$ cat src/rtl/brlt_pkg.sv
// Shared types, constants and Horner coefficient tables for the
// stochastic-reset Brownian local-time block. No dependencies.
package brlt_pkg;

	localparam int NUM_BINS  = 32768;
	localparam int BIN_W     = $clog2(NUM_BINS);
	localparam int FRAC_BITS = 24;
	localparam int LOG_FRAC  = 28;
	localparam int NOISE_W   = 29;
	localparam int RAD_W     = 27;
	localparam int SQ_IN_W   = 2 * RAD_W;
	localparam int MUL_A_W   = 34;
	localparam int MUL_B_W   = 32;
	localparam int PROD_W    = MUL_A_W + MUL_B_W;
	localparam int DIV_W     = 24;

	localparam logic [30:0] ONE_Q30     = 31'h4000_0000;
	localparam logic [31:0] HALF_PI_Q30 = 32'd1686629713;
	localparam logic [31:0] TWO_LN2_Q30 = 32'd1488522236;
	localparam logic [23:0] MASK24      = 24'hFF_FFFF;

	localparam logic [24:0] DRIFT_RST  = 25'd1845;
	localparam logic [24:0] NSCALE_RST = 25'd167772;
	localparam logic [31:0] THRESH_RST = 32'd0;
	localparam logic [29:0] RPOS_RST   = 30'd16777216;
	localparam logic [24:0] WHALF_RST  = 25'd83886;
	localparam logic [23:0] MAXS_RST   = 24'd200001;
	localparam logic [15:0] SPB_RST    = 16'd10;

	typedef enum logic [2:0] {
		REG_DRIFT     = 3'd0,
		REG_NSCALE    = 3'd1,
		REG_THRESH    = 3'd2,
		REG_RPOS      = 3'd3,
		REG_WHALF     = 3'd4,
		REG_MAX_STEPS = 3'd5,
		REG_STEPS_BIN = 3'd6
	} cfg_reg_t;

	typedef struct packed {
		logic        kind;
		logic [31:0] uniform_a;
		logic [31:0] uniform_b;
		logic [31:0] uniform_c;
		logic [14:0] bin_index;
	} in_item_t;

	typedef struct packed {
		logic        kind_echo;
		logic        realization_done;
		logic        absorbed;
		logic [23:0] local_count;
		logic [31:0] position;
		logic [31:0] bin_count;
	} out_item_t;

	typedef struct packed {
		logic        start;
		logic [31:0] uniform_a;
		logic [31:0] uniform_b;
		logic [24:0] noise_scale;
	} noise_req_t;

	typedef struct packed {
		logic               done;
		logic [NOISE_W-1:0] noise;
	} noise_rsp_t;

	// ceil(2^s / k) with s = 30 + ceil(log2 k): exact floor division for n < 2^30
	function automatic logic [30:0] hor_recip(input logic sin_sel, input logic [2:0] idx);
		logic [30:0] r;
		r = '0;
		if (!sin_sel) begin
			case (idx)
				3'd0: r = 31'd2082408386;
				3'd1: r = 31'd1527099484;
				3'd2: r = 31'd1227133514;
				3'd3: r = 31'd1145324613;
				3'd4: r = 31'd1431655766;
				3'd5: r = 31'd1073741824;
				default: r = '0;
			endcase
		end else begin
			case (idx)
				3'd0: r = 31'd1249445032;
				3'd1: r = 31'd1908874354;
				3'd2: r = 31'd1636178018;
				3'd3: r = 31'd1717986919;
				3'd4: r = 31'd1431655766;
				default: r = '0;
			endcase
		end
		return r;
	endfunction

	function automatic logic [5:0] hor_shift(input logic sin_sel, input logic [2:0] idx);
		logic [5:0] s;
		s = '0;
		if (!sin_sel) begin
			case (idx)
				3'd0: s = 6'd38;
				3'd1: s = 6'd37;
				3'd2: s = 6'd36;
				3'd3: s = 6'd35;
				3'd4: s = 6'd34;
				3'd5: s = 6'd31;
				default: s = '0;
			endcase
		end else begin
			case (idx)
				3'd0: s = 6'd37;
				3'd1: s = 6'd37;
				3'd2: s = 6'd36;
				3'd3: s = 6'd35;
				3'd4: s = 6'd33;
				default: s = '0;
			endcase
		end
		return s;
	endfunction

	function automatic logic [2:0] hor_last(input logic sin_sel);
		return sin_sel ? 3'd4 : 3'd5;
	endfunction

endpackage

$ cat src/rtl/brlt_isqrt.sv
// Bit-serial integer square root, one root bit per cycle.
// Depends on brlt_pkg.
module brlt_isqrt (
	input  logic                         clk,
	input  logic                         arst_n,
	input  logic                         start,
	input  logic [brlt_pkg::SQ_IN_W-1:0] value,
	output logic [brlt_pkg::RAD_W-1:0]   root,
	output logic                         done
);
	import brlt_pkg::*;

	localparam int REM_W = RAD_W + 4;
	localparam int CNT_W = $clog2(RAD_W + 1);

	logic [SQ_IN_W-1:0] v_q;
	logic [REM_W-1:0]   rem_q;
	logic [RAD_W-1:0]   root_q;
	logic [CNT_W-1:0]   cnt_q;
	logic               busy_q;
	logic               done_q;

	logic [REM_W-1:0] rsh;
	logic [REM_W-1:0] trial;
	logic             ge;

	always_comb begin
		rsh   = {rem_q[REM_W-3:0], v_q[SQ_IN_W-1 -: 2]};
		trial = REM_W'({root_q, 2'b01});
		ge    = rsh >= trial;
	end

	always_ff @(posedge clk or negedge arst_n) begin
		if (!arst_n) begin
			v_q    <= '0;
			rem_q  <= '0;
			root_q <= '0;
			cnt_q  <= '0;
			busy_q <= 1'b0;
			done_q <= 1'b0;
		end else if (start) begin
			v_q    <= value;
			rem_q  <= '0;
			root_q <= '0;
			cnt_q  <= '0;
			busy_q <= 1'b1;
			done_q <= 1'b0;
		end else if (busy_q) begin
			v_q    <= {v_q[SQ_IN_W-3:0], 2'b00};
			rem_q  <= ge ? rsh - trial : rsh;
			root_q <= {root_q[RAD_W-2:0], ge};
			cnt_q  <= cnt_q + 1'b1;
			if (cnt_q == CNT_W'(RAD_W - 1)) begin
				busy_q <= 1'b0;
				done_q <= 1'b1;
			end
		end
	end

	assign root = root_q;
	assign done = done_q;

	a_done_idle: assert property (@(posedge clk) disable iff (!arst_n)
		done_q |-> !busy_q) else $error("sqrt done while busy");
	a_start_busy: assert property (@(posedge clk) disable iff (!arst_n)
		start |=> busy_q && !done_q) else $error("sqrt did not start");
	a_finish: assert property (@(posedge clk) disable iff (!arst_n)
		$fell(busy_q) |-> done_q) else $error("sqrt stopped without done");

endmodule

$ cat src/rtl/brlt_noise.sv
// Box-Muller noise unit: log by repeated squaring, cosine by a Horner series
// for cos or sin, all on one shared registered multiplier; sqrt runs
// alongside in brlt_isqrt. Depends on brlt_pkg and brlt_isqrt.
module brlt_noise (
	input  logic                 clk,
	input  logic                 arst_n,
	input  brlt_pkg::noise_req_t nreq,
	output brlt_pkg::noise_rsp_t nrsp
);
	import brlt_pkg::*;

	typedef enum logic [4:0] {
		S_IDLE, S_LSQ, S_LFX, S_NL, S_NLW, S_X, S_XW, S_X2, S_X2W,
		S_H1, S_H2, S_H3, S_SN, S_SNW, S_RC, S_RCW, S_NS, S_NSW
	} state_t;

	state_t             state_q;
	logic [31:0]        m_q;
	logic [4:0]         p_q;
	logic [LOG_FRAC-1:0] frac_q;
	logic [4:0]         cnt_q;
	logic [PROD_W-1:0]  prod_q;
	logic [30:0]        arg_q;
	logic               sin_q;
	logic               neg_q;
	logic [30:0]        x_q;
	logic [29:0]        x2_q;
	logic [30:0]        t_q;
	logic [2:0]         k_q;
	logic [RAD_W-1:0]   g_q;
	logic [24:0]        ns_q;
	logic               sq_start_q;
	logic [SQ_IN_W-1:0] sq_value_q;
	logic               done_q;
	logic [NOISE_W-1:0] noise_q;

	logic [RAD_W-1:0]   radius;
	logic               sq_done;

	logic [31:0]        u0, u1, u2, u3, u4, u5;
	logic [4:0]         sh;
	logic [30:0]        fa;
	logic               fa_sin;
	logic [5:0]         lz;
	logic [33:0]        nl;
	logic [32:0]        mv;
	logic [MUL_A_W-1:0] mul_a;
	logic [MUL_B_W-1:0] mul_b;
	logic [27:0]        e;

	always_comb begin
		u0 = (nreq.uniform_a == '0) ? 32'd1 : nreq.uniform_a;
		sh[4] = (u0[31:16] == '0);
		u1 = sh[4] ? {u0[15:0], 16'b0} : u0;
		sh[3] = (u1[31:24] == '0);
		u2 = sh[3] ? {u1[23:0], 8'b0} : u1;
		sh[2] = (u2[31:28] == '0);
		u3 = sh[2] ? {u2[27:0], 4'b0} : u2;
		sh[1] = (u3[31:30] == '0);
		u4 = sh[1] ? {u3[29:0], 2'b0} : u3;
		sh[0] = !u4[31];
		u5 = sh[0] ? {u4[30:0], 1'b0} : u4;
		fa = nreq.uniform_b[30] ? ONE_Q30 - {1'b0, nreq.uniform_b[29:0]}
			: {1'b0, nreq.uniform_b[29:0]};
		fa_sin = fa > (ONE_Q30 >> 1);
		lz = 6'd32 - {1'b0, p_q};
		nl = {lz, 28'b0} - {6'b0, frac_q};
		mv = prod_q[63:31];
		e  = 28'(prod_q >> FRAC_BITS);
	end

	always_comb begin
		mul_a = '0;
		mul_b = '0;
		case (state_q)
			S_LSQ: begin
				mul_a = MUL_A_W'(m_q);
				mul_b = m_q;
			end
			S_NL: begin
				mul_a = nl;
				mul_b = TWO_LN2_Q30;
			end
			S_X: begin
				mul_a = MUL_A_W'(arg_q);
				mul_b = HALF_PI_Q30;
			end
			S_X2: begin
				mul_a = MUL_A_W'(x_q);
				mul_b = MUL_B_W'(x_q);
			end
			S_H1: begin
				mul_a = MUL_A_W'(x2_q);
				mul_b = MUL_B_W'(t_q);
			end
			S_H2: begin
				mul_a = MUL_A_W'(prod_q[59:30]);
				mul_b = MUL_B_W'(hor_recip(sin_q, k_q));
			end
			S_SN: begin
				mul_a = MUL_A_W'(x_q);
				mul_b = MUL_B_W'(t_q);
			end
			S_RC: begin
				mul_a = MUL_A_W'(radius);
				mul_b = MUL_B_W'(t_q);
			end
			S_NS: begin
				mul_a = MUL_A_W'(g_q);
				mul_b = MUL_B_W'(ns_q);
			end
			default: begin
				mul_a = '0;
				mul_b = '0;
			end
		endcase
	end

	always_ff @(posedge clk or negedge arst_n) begin
		if (!arst_n) begin
			state_q    <= S_IDLE;
			m_q        <= '0;
			p_q        <= '0;
			frac_q     <= '0;
			cnt_q      <= '0;
			prod_q     <= '0;
			arg_q      <= '0;
			sin_q      <= 1'b0;
			neg_q      <= 1'b0;
			x_q        <= '0;
			x2_q       <= '0;
			t_q        <= '0;
			k_q        <= '0;
			g_q        <= '0;
			ns_q       <= '0;
			sq_start_q <= 1'b0;
			sq_value_q <= '0;
			done_q     <= 1'b0;
			noise_q    <= '0;
		end else begin
			prod_q     <= PROD_W'(mul_a) * PROD_W'(mul_b);
			sq_start_q <= 1'b0;
			done_q     <= 1'b0;
			case (state_q)
				S_IDLE: begin
					if (nreq.start) begin
						m_q     <= u5;
						p_q     <= ~sh;
						frac_q  <= '0;
						cnt_q   <= '0;
						sin_q   <= fa_sin;
						arg_q   <= fa_sin ? ONE_Q30 - fa : fa;
						neg_q   <= nreq.uniform_b[31] ^ nreq.uniform_b[30];
						ns_q    <= nreq.noise_scale;
						state_q <= S_LSQ;
					end
				end
				S_LSQ: state_q <= S_LFX;
				S_LFX: begin
					frac_q <= {frac_q[LOG_FRAC-2:0], mv[32]};
					m_q    <= mv[32] ? mv[32:1] : mv[31:0];
					cnt_q  <= cnt_q + 1'b1;
					state_q <= (cnt_q == 5'(LOG_FRAC - 1)) ? S_NL : S_LSQ;
				end
				S_NL: state_q <= S_NLW;
				S_NLW: begin
					sq_value_q <= {prod_q[63:30], 20'b0};
					sq_start_q <= 1'b1;
					state_q    <= S_X;
				end
				S_X: state_q <= S_XW;
				S_XW: begin
					x_q     <= prod_q[60:30];
					state_q <= S_X2;
				end
				S_X2: state_q <= S_X2W;
				S_X2W: begin
					x2_q    <= prod_q[59:30];
					t_q     <= ONE_Q30;
					k_q     <= '0;
					state_q <= S_H1;
				end
				S_H1: state_q <= S_H2;
				S_H2: state_q <= S_H3;
				S_H3: begin
					t_q <= ONE_Q30 - 31'(prod_q >> hor_shift(sin_q, k_q));
					if (k_q == hor_last(sin_q)) begin
						state_q <= sin_q ? S_SN : S_RC;
					end else begin
						k_q     <= k_q + 1'b1;
						state_q <= S_H1;
					end
				end
				S_SN: state_q <= S_SNW;
				S_SNW: begin
					t_q     <= prod_q[60:30];
					state_q <= S_RC;
				end
				S_RC: begin
					if (sq_done && !sq_start_q) begin
						state_q <= S_RCW;
					end
				end
				S_RCW: begin
					g_q     <= RAD_W'(prod_q >> (54 - FRAC_BITS));
					state_q <= S_NS;
				end
				S_NS: state_q <= S_NSW;
				S_NSW: begin
					noise_q <= neg_q ? -{1'b0, e} : {1'b0, e};
					done_q  <= 1'b1;
					state_q <= S_IDLE;
				end
				default: state_q <= S_IDLE;
			endcase
		end
	end

	brlt_isqrt u_isqrt (
		.clk    (clk),
		.arst_n (arst_n),
		.start  (sq_start_q),
		.value  (sq_value_q),
		.root   (radius),
		.done   (sq_done)
	);

	assign nrsp.done  = done_q;
	assign nrsp.noise = noise_q;

	a_rc_root: assert property (@(posedge clk) disable iff (!arst_n)
		state_q == S_RCW |-> $past(sq_done)) else $error("radius used before sqrt done");
	a_done_pulse: assert property (@(posedge clk) disable iff (!arst_n)
		done_q |=> !done_q) else $error("noise done held");
	a_start_idle: assert property (@(posedge clk) disable iff (!arst_n)
		done_q |-> state_q == S_IDLE) else $error("noise done outside idle");

endmodule

$ cat config.mk
export PLATFORM = sky130hd
export DESIGN_NAME = brlt_noise
export DESIGN_NICKNAME = d
export VERILOG_FILES = /design/src/rtl/brlt_pkg.sv /design/src/rtl/brlt_isqrt.sv /design/src/rtl/brlt_noise.sv
export SDC_FILE = /design/constraint.sdc
export NUM_CORES = 2
export LEC_CHECK = 0
export ABC_AREA = 1
export BUFFER_PORTS_ARGS = -buffer_cell sky130_fd_sc_hd__buf_2
export CORE_UTILIZATION = 30
export CTS_BUF_LIST = sky130_fd_sc_hd__clkbuf_8
export CTS_CLUSTER_SIZE = 20
export DETAILED_ROUTE_END_ITERATION = 8
export MAX_ROUTING_LAYER = met4
export PLACE_DENSITY = 0.45
export SLEW_MARGIN = 20
export SYNTH_ARGS = -nofsm -noshare
export SYNTH_HDL_FRONTEND = slang
export SYNTH_SLANG_ARGS = --single-unit
$ cat constraint.sdc
create_clock -name clk -period 19.7 [get_ports clk]
set_input_delay 4.925 -clock clk [delete_from_list [all_inputs] [get_ports clk]]
set_output_delay 4.925 -clock clk [all_outputs]
set_load 0.03 [all_outputs]
After elaboration in Yosys (flattened, before gate mapping):

Index checks and enable logic that the tools add are counted.

* add/sub/neg operators: 10
* $mul: 1
* div/mod/pow operators: 0
* order comparisons: 2
* equal/unequal tests: 28
* shifts and indexed selects: 1
* mux-type cells: 52
* bitwise logic cells: 2
* reductions and logical operators: 23

Operators with widths (count)
* one-hot mux 34 bit (8 select lines): 1
* two-way mux 32 bit: 8
* one-hot mux 32 bit (7 select lines): 1
* one-hot mux 31 bit (6 select lines): 1
* one-hot mux 31 bit (5 select lines): 1
* two-way mux 29 bit: 4
* two-way mux 54 bit: 2
* two-way mux 31 bit: 3
* one-hot mux 31 bit (3 select lines): 1
* one-hot mux 5 bit (17 select lines): 1
* multiplier 34 x 32 -> 66 bit: 1
* >> shifter 66 x 6 -> 31 bit: 1
* one-hot mux 32 bit (2 select lines): 1
* subtractor 31 bit, first input constant: 2
* one-hot mux 28 bit (2 select lines): 1
* two-way mux 27 bit: 2
* equality test 5 x 4 -> 1 bit, second input constant: 8
* one-hot mux 6 bit (6 select lines): 1
* subtractor 34 x 28 -> 34 bit: 1
* logical NOT 32 bit: 1
* >= comparator 31 x 29 -> 1 bit: 1
* greater-than comparator 31 x 30 -> 1 bit, second input constant: 1
* subtractor 31 x 30 -> 31 bit, first input constant: 1
* negator 28 -> 29 bit: 1
* other kinds (37): 73

* register bits: 503
* latch bits: 0
* bits in writable memories: 0
* memory bits (read-only): 0
* bits of input ports: 92
* output and inout port bits: 30
* word-level logic and storage cells: 144
* memories: 0

Longest topological paths before layout:

* depth in word-level cells: 13
* mapped depth: 51
* depth with buffers taken out: 50

By module:

Synthesis repeated with hierarchy kept, for this count alone.

* cells, all modules: 9254
* area total of the unflattened synthesis: 68669.6 µm²

Modules (own cells, without submodules)
* brlt_noise: times used 1, cells each 8201, area each 61206.2 µm², seq. area each 9659.3 µm²
* brlt_isqrt: times used 1, cells each 1053, area each 7463.4 µm², seq. area each 2927.8 µm²

Worst setup path after synthesis:

No wires, ideal clock.

* path kind: flip-flop to flip-flop
* start: register k_q[0]
* end: register prod_q[57]
* library setup time: 131 ps
* data arrival time: 8536 ps
* data required time: 19569 ps
* slack: 11033 ps
* stages on the path, launching flop included: 38
* path buffers: 3
* clock period less this slack: 8667 ps
* cells stage by stage: dfrtp_1 > ha_1 > ha_1 > nor2_1 > nand3_1 > buf_2 > buf_2 > nand3_1 > nor3_1 > nor4_2 > clkbuf_1 > nor2_1 > fa_1 > inv_1 > fa_1 > fa_1 > inv_1 > fa_1 > [2 not listed] > inv_1 > fa_1 > fa_1 > inv_1 > fa_1 > inv_1 > ha_1 > a21oi_1 > o21ai_0 > a211oi_1 > o21ai_0 > a21oi_1 > nor2_1 > nor2_1 > o21ai_0 > a21oi_1 > o21ai_0 > xor2_1

* word-level cells in the longest chain between the ends: 5
* elaborated cells between the ends (all ways): 11
* those cells by class: mul (1); eq/ne (5); mux (4); reduce/logical (1)

RTL lines
* start: declaration: line brlt_noise.sv:29 `logic [2:0] k_q;`
* start signal: assignment: line brlt_noise.sv:190 `k_q <= k_q + 1'b1;`
* equality test 3 bit, or another cell as far along: line brlt_pkg.sv:74 `case (idx)`
* one-hot mux 31 bit (6 select lines) / one-hot mux 31 bit (5 select lines) (equally long branches): line brlt_pkg.sv:74, brlt_pkg.sv:84
* two-way mux 31 bit (*): line brlt_pkg.sv:73 `if (!sin_sel) begin`
* one-hot mux 32 bit (7 select lines) (*): line brlt_noise.sv:75 `case (state_q)`
* multiplier 34 x 32 -> 66 bit (*): line brlt_noise.sv:141 `prod_q <= PROD_W'(mul_a) * PROD_W'(mul_b);`
* end signal: assignment: line brlt_noise.sv:141
* end: declaration: line brlt_noise.sv:22 `logic [PROD_W-1:0] prod_q;`

Every way passes the cells marked *; elsewhere a longest branch is shown, timed or not.
A chain may end at the register's enable or synchronous reset.

Final worst setup path:

* start: register state_q[3]
* end: register prod_q[56]

* word-level cells in the longest chain between the ends: 4
* elaborated cells between the ends (all ways): 14
* those cells by class: mul (1); eq/ne (9); mux (2); reduce/logical (2)

RTL lines
* start: declaration: line brlt_noise.sv:17 `state_t state_q;`
* start signal: assignment: line brlt_noise.sv:163 `state_q <= (cnt_q == 5'(LOG_FRAC - 1)) ? S_NL : S_LSQ;`
* start signal: assignment: line brlt_noise.sv:188 `state_q <= sin_q ? S_SN : S_RC;`
* equality test 5 x 4 -> 1 bit / equality test 5 x 3 -> 1 bit (equally long branches): line brlt_noise.sv:75
* OR reduction 3 bit (no line) / OR reduction 2 bit (equally long branches)
* one-hot mux 32 bit (7 select lines) / one-hot mux 34 bit (8 select lines) (equally long branches): line brlt_noise.sv:75
* multiplier 34 x 32 -> 66 bit (*): line brlt_noise.sv:141

Marked as above.

==> results.md <==
* Area growth, synth to finish at 9.43%
* Worst slack at placement at slightly above 8000 ps
* Final hold viol count at 0
* Commonest cells in the synthesized netlist: nand2_1, inv_1, fa_1
* Largest net degree at the start of global routing at 150
* Detailed Routing Iterations Pass 1 at 6
* Layout cell share with drive strength beyond 1 at 0.0667
* # IOs at approximately 120
* Clock Latency Late Sink at approximately 850 ps
* Synth area leader: fa_1
* CTS tree: yes
* Post-synth top area share at 0.291
* Max-capacitance violation count at 0
* CTS root buf: clkbuf_8
* DIE WIDTH at 470 um
* Main flop type after synthesis: dfrtp_1
* Synth unique cells at 67
* Final setup fails at 0
* Relative slew margins at 0.166
* Worst-path clk slew at approximately 60 ps
* FF-to-FF setup slack at 8080 ps
* Final period util at 0.590
* Synth async-reset ratio at 1.00
* Initial Util at 0.302
* Startpoint Class: register
* Crit. End Element: register
* Outcome: completed
* EDFF count, synth at 0
* Routed vias/inst at 5.17
* Count of buffers from port buffering at 121
* Post-Syn Area at 65800 um2
* Fin. max-slew vios at 0
* H-Tree Depth at 3
* Syn avg cell area at 7.54 um2
* Peak Freq at 0.0861 GHz
* Filler cells at 23.5k
* Synth area leaders: fa_1, dfrtp_1, nand2_1, inv_1, ha_1
* Critical path's largest stage delay at roughly 1000 ps
* Setup tns final at 0 ps
* DRC violation count after routing at 0
* WP data required at ~20000 ps
* Die area at 221000 um2
* Post-cts sizing count at 0
* CTS Sinks at between 400 and 500
* Layout Nets at between 10k and 15k
* Bufs on Longest Clock Path at 3
* Post-CTS setup buffer count at 0
* Final worst slack at 8080 ps
* Die Y at approximately 470 um
* Most frequent cell after synthesis: nand2_1
* CP arrival at between 10000 and 15000 ps
* Final WL at roughly 300 mm
* Initial antenna violation count at 12
* Synth Warn # at 0
* Final antenna-violating net count at 0
* Tot GR Track Use at 0.278
* CP dominant cell by count: fa_1
* Initial DRC Count at ~5.6k
* Slowest stage cell, crit path: clkinv_1
* Core area at 218000 um2
* Vias in the first global route at around 60k
* Crit path max fanout at 19
* Seq/Total Area, Yosys at 0.184
* Post-detail-place hpwl at roughly 230 mm
* Post-Syn Instances at about 8.7k
* FP Rows at around 170
* CTS Hold Buffers Added at 0
* Grt total ovfl at 0
* Hold crit path type: reg -> reg
* Vias at approximately 60k
* Tightest Pin Transition at roughly 1300 ps
* Clock skew at between 70 and 80 ps
* Minimum clock period at between 10000 and 15000 ps
* Yosys reg bits at roughly 480
* RePlAce Congestion at around 1
* Critical path type: reg -> reg
* Total CTS buffers at 97
* RSZ-0062 raised after global routing: false
* Routed length per instance at about 26 um
* First-pass GRT wire length at 435 mm
final timing paths:
kind,startpoint,end,cells after the start
worst min register to register,noise_q[0],noise_q[0],2
worst max register to register,state_q[3],prod_q[56],33
worst max-delay path,state_q[3],prod_q[56],33
min in group asynchronous,arst_n,u_isqrt.rem_q[26],1
max in group asynchronous,arst_n,prod_q[41],3
worst min-delay path,noise_q[0],noise_q[0],2
cells by family after synthesis:
family | Yosys count | share of synthesized area
AOI/OAI and AO/OA | 1016 | 0.0899
buffers and inverters | 2127 | 0.125
DFF | 483 | 0.184
and+or+nand+nor | 3683 | 0.232
other | 2 | 0.000114
adders and majority gates | 1264 | 0.350
xor gates and xnor gates | 147 | 0.0196
through the flow:
stage | std cells | instance area [um2] | util | hold WS, ps
2_1_floorplan | 8750 | 65900 | - | 445
3_3_place_gp | 11500 | 69900 | 0.321 | 463
3_5_place_dp | 11500 | 69900 | 0.321 | 468
4_1_cts | 11700 | 71900 | 0.331 | 482
5_1_grt | 11700 | 72000 | 0.331 | 504
6_report | 11700 | 72000 | 0.331 | 476
critical path, delay by kind of cell, from the launching register on:
family | cells | cell delay, ps
AO/OA/AOI/OAI | 8 | 2220
AND/OR/NAND/NOR | 7 | 1550
XOR/XNOR | 1 | 150
adder cells (fa/ha/maj) | 9 | 4390
buffers and inverters | 8 | 2770
flip-flops | 1 | 400
per-layer routing:
| metal | wire length, um | GRT usage | up-vias |
|---|---|---|---|
| met5 | 0 | - | - |
| met4 | 12900 | 0.104 | 0 |
| met3 | 21000 | 0.0419 | 504 |
| met2 | 135000 | 0.427 | 2302 |
| met1 | 130000 | 0.369 | 30700 |
| li1 | - | - | 26800 |
sequential cells by signal, summed over array words and instances (netlist names), 27 cells and up:
name           count
t_q               31
x2_q              30
u_isqrt.v_q       34
x_q               31
sq_value_q        34
noise_q           29
arg_q             31
prod_q            66
u_isqrt.root      27
u_isqrt.rem_q     29
m_q               32
g_q               27
frac_q            28
layout by cell type (no fill, tap or decap), types with 99 or more instances in the layout:
master | synthesis | layout
buf_2 | 76 | 120
nand3_1 | 465 | 462
ha_1 | 308 | 308
nand4_1 | 99 | 99
dfrtp_1 | 483 | 483
o21ai_0 | 424 | 424
a21oi_1 | 244 | 240
inv_1 | 1665 | 1681
clkbuf_8 | 0 | 124
buf_4 | 10 | 172
nor2_1 | 784 | 762
fa_1 | 956 | 956
nand2_1 | 2134 | 2132
layout make-up:
type | count | area, um2 | area share
diodes | 8 | 20.0 | 0.000278
clock buffers | 124 | 1710 | 0.0237
clock inverters | 42 | 334 | 0.00464
inverters | 1734 | 6510 | 0.0904
multi-input cells | 6140 | 45800 | 0.637
flip-flops and latches | 483 | 12100 | 0.168
well taps | 2854 | 3570 | 0.0496
repair buffers | 294 | 1930 | 0.0268
Power is left out: the tool's default activity adds up to more than one toggle a clock period on the data nets, which glitch-free logic cannot reach.
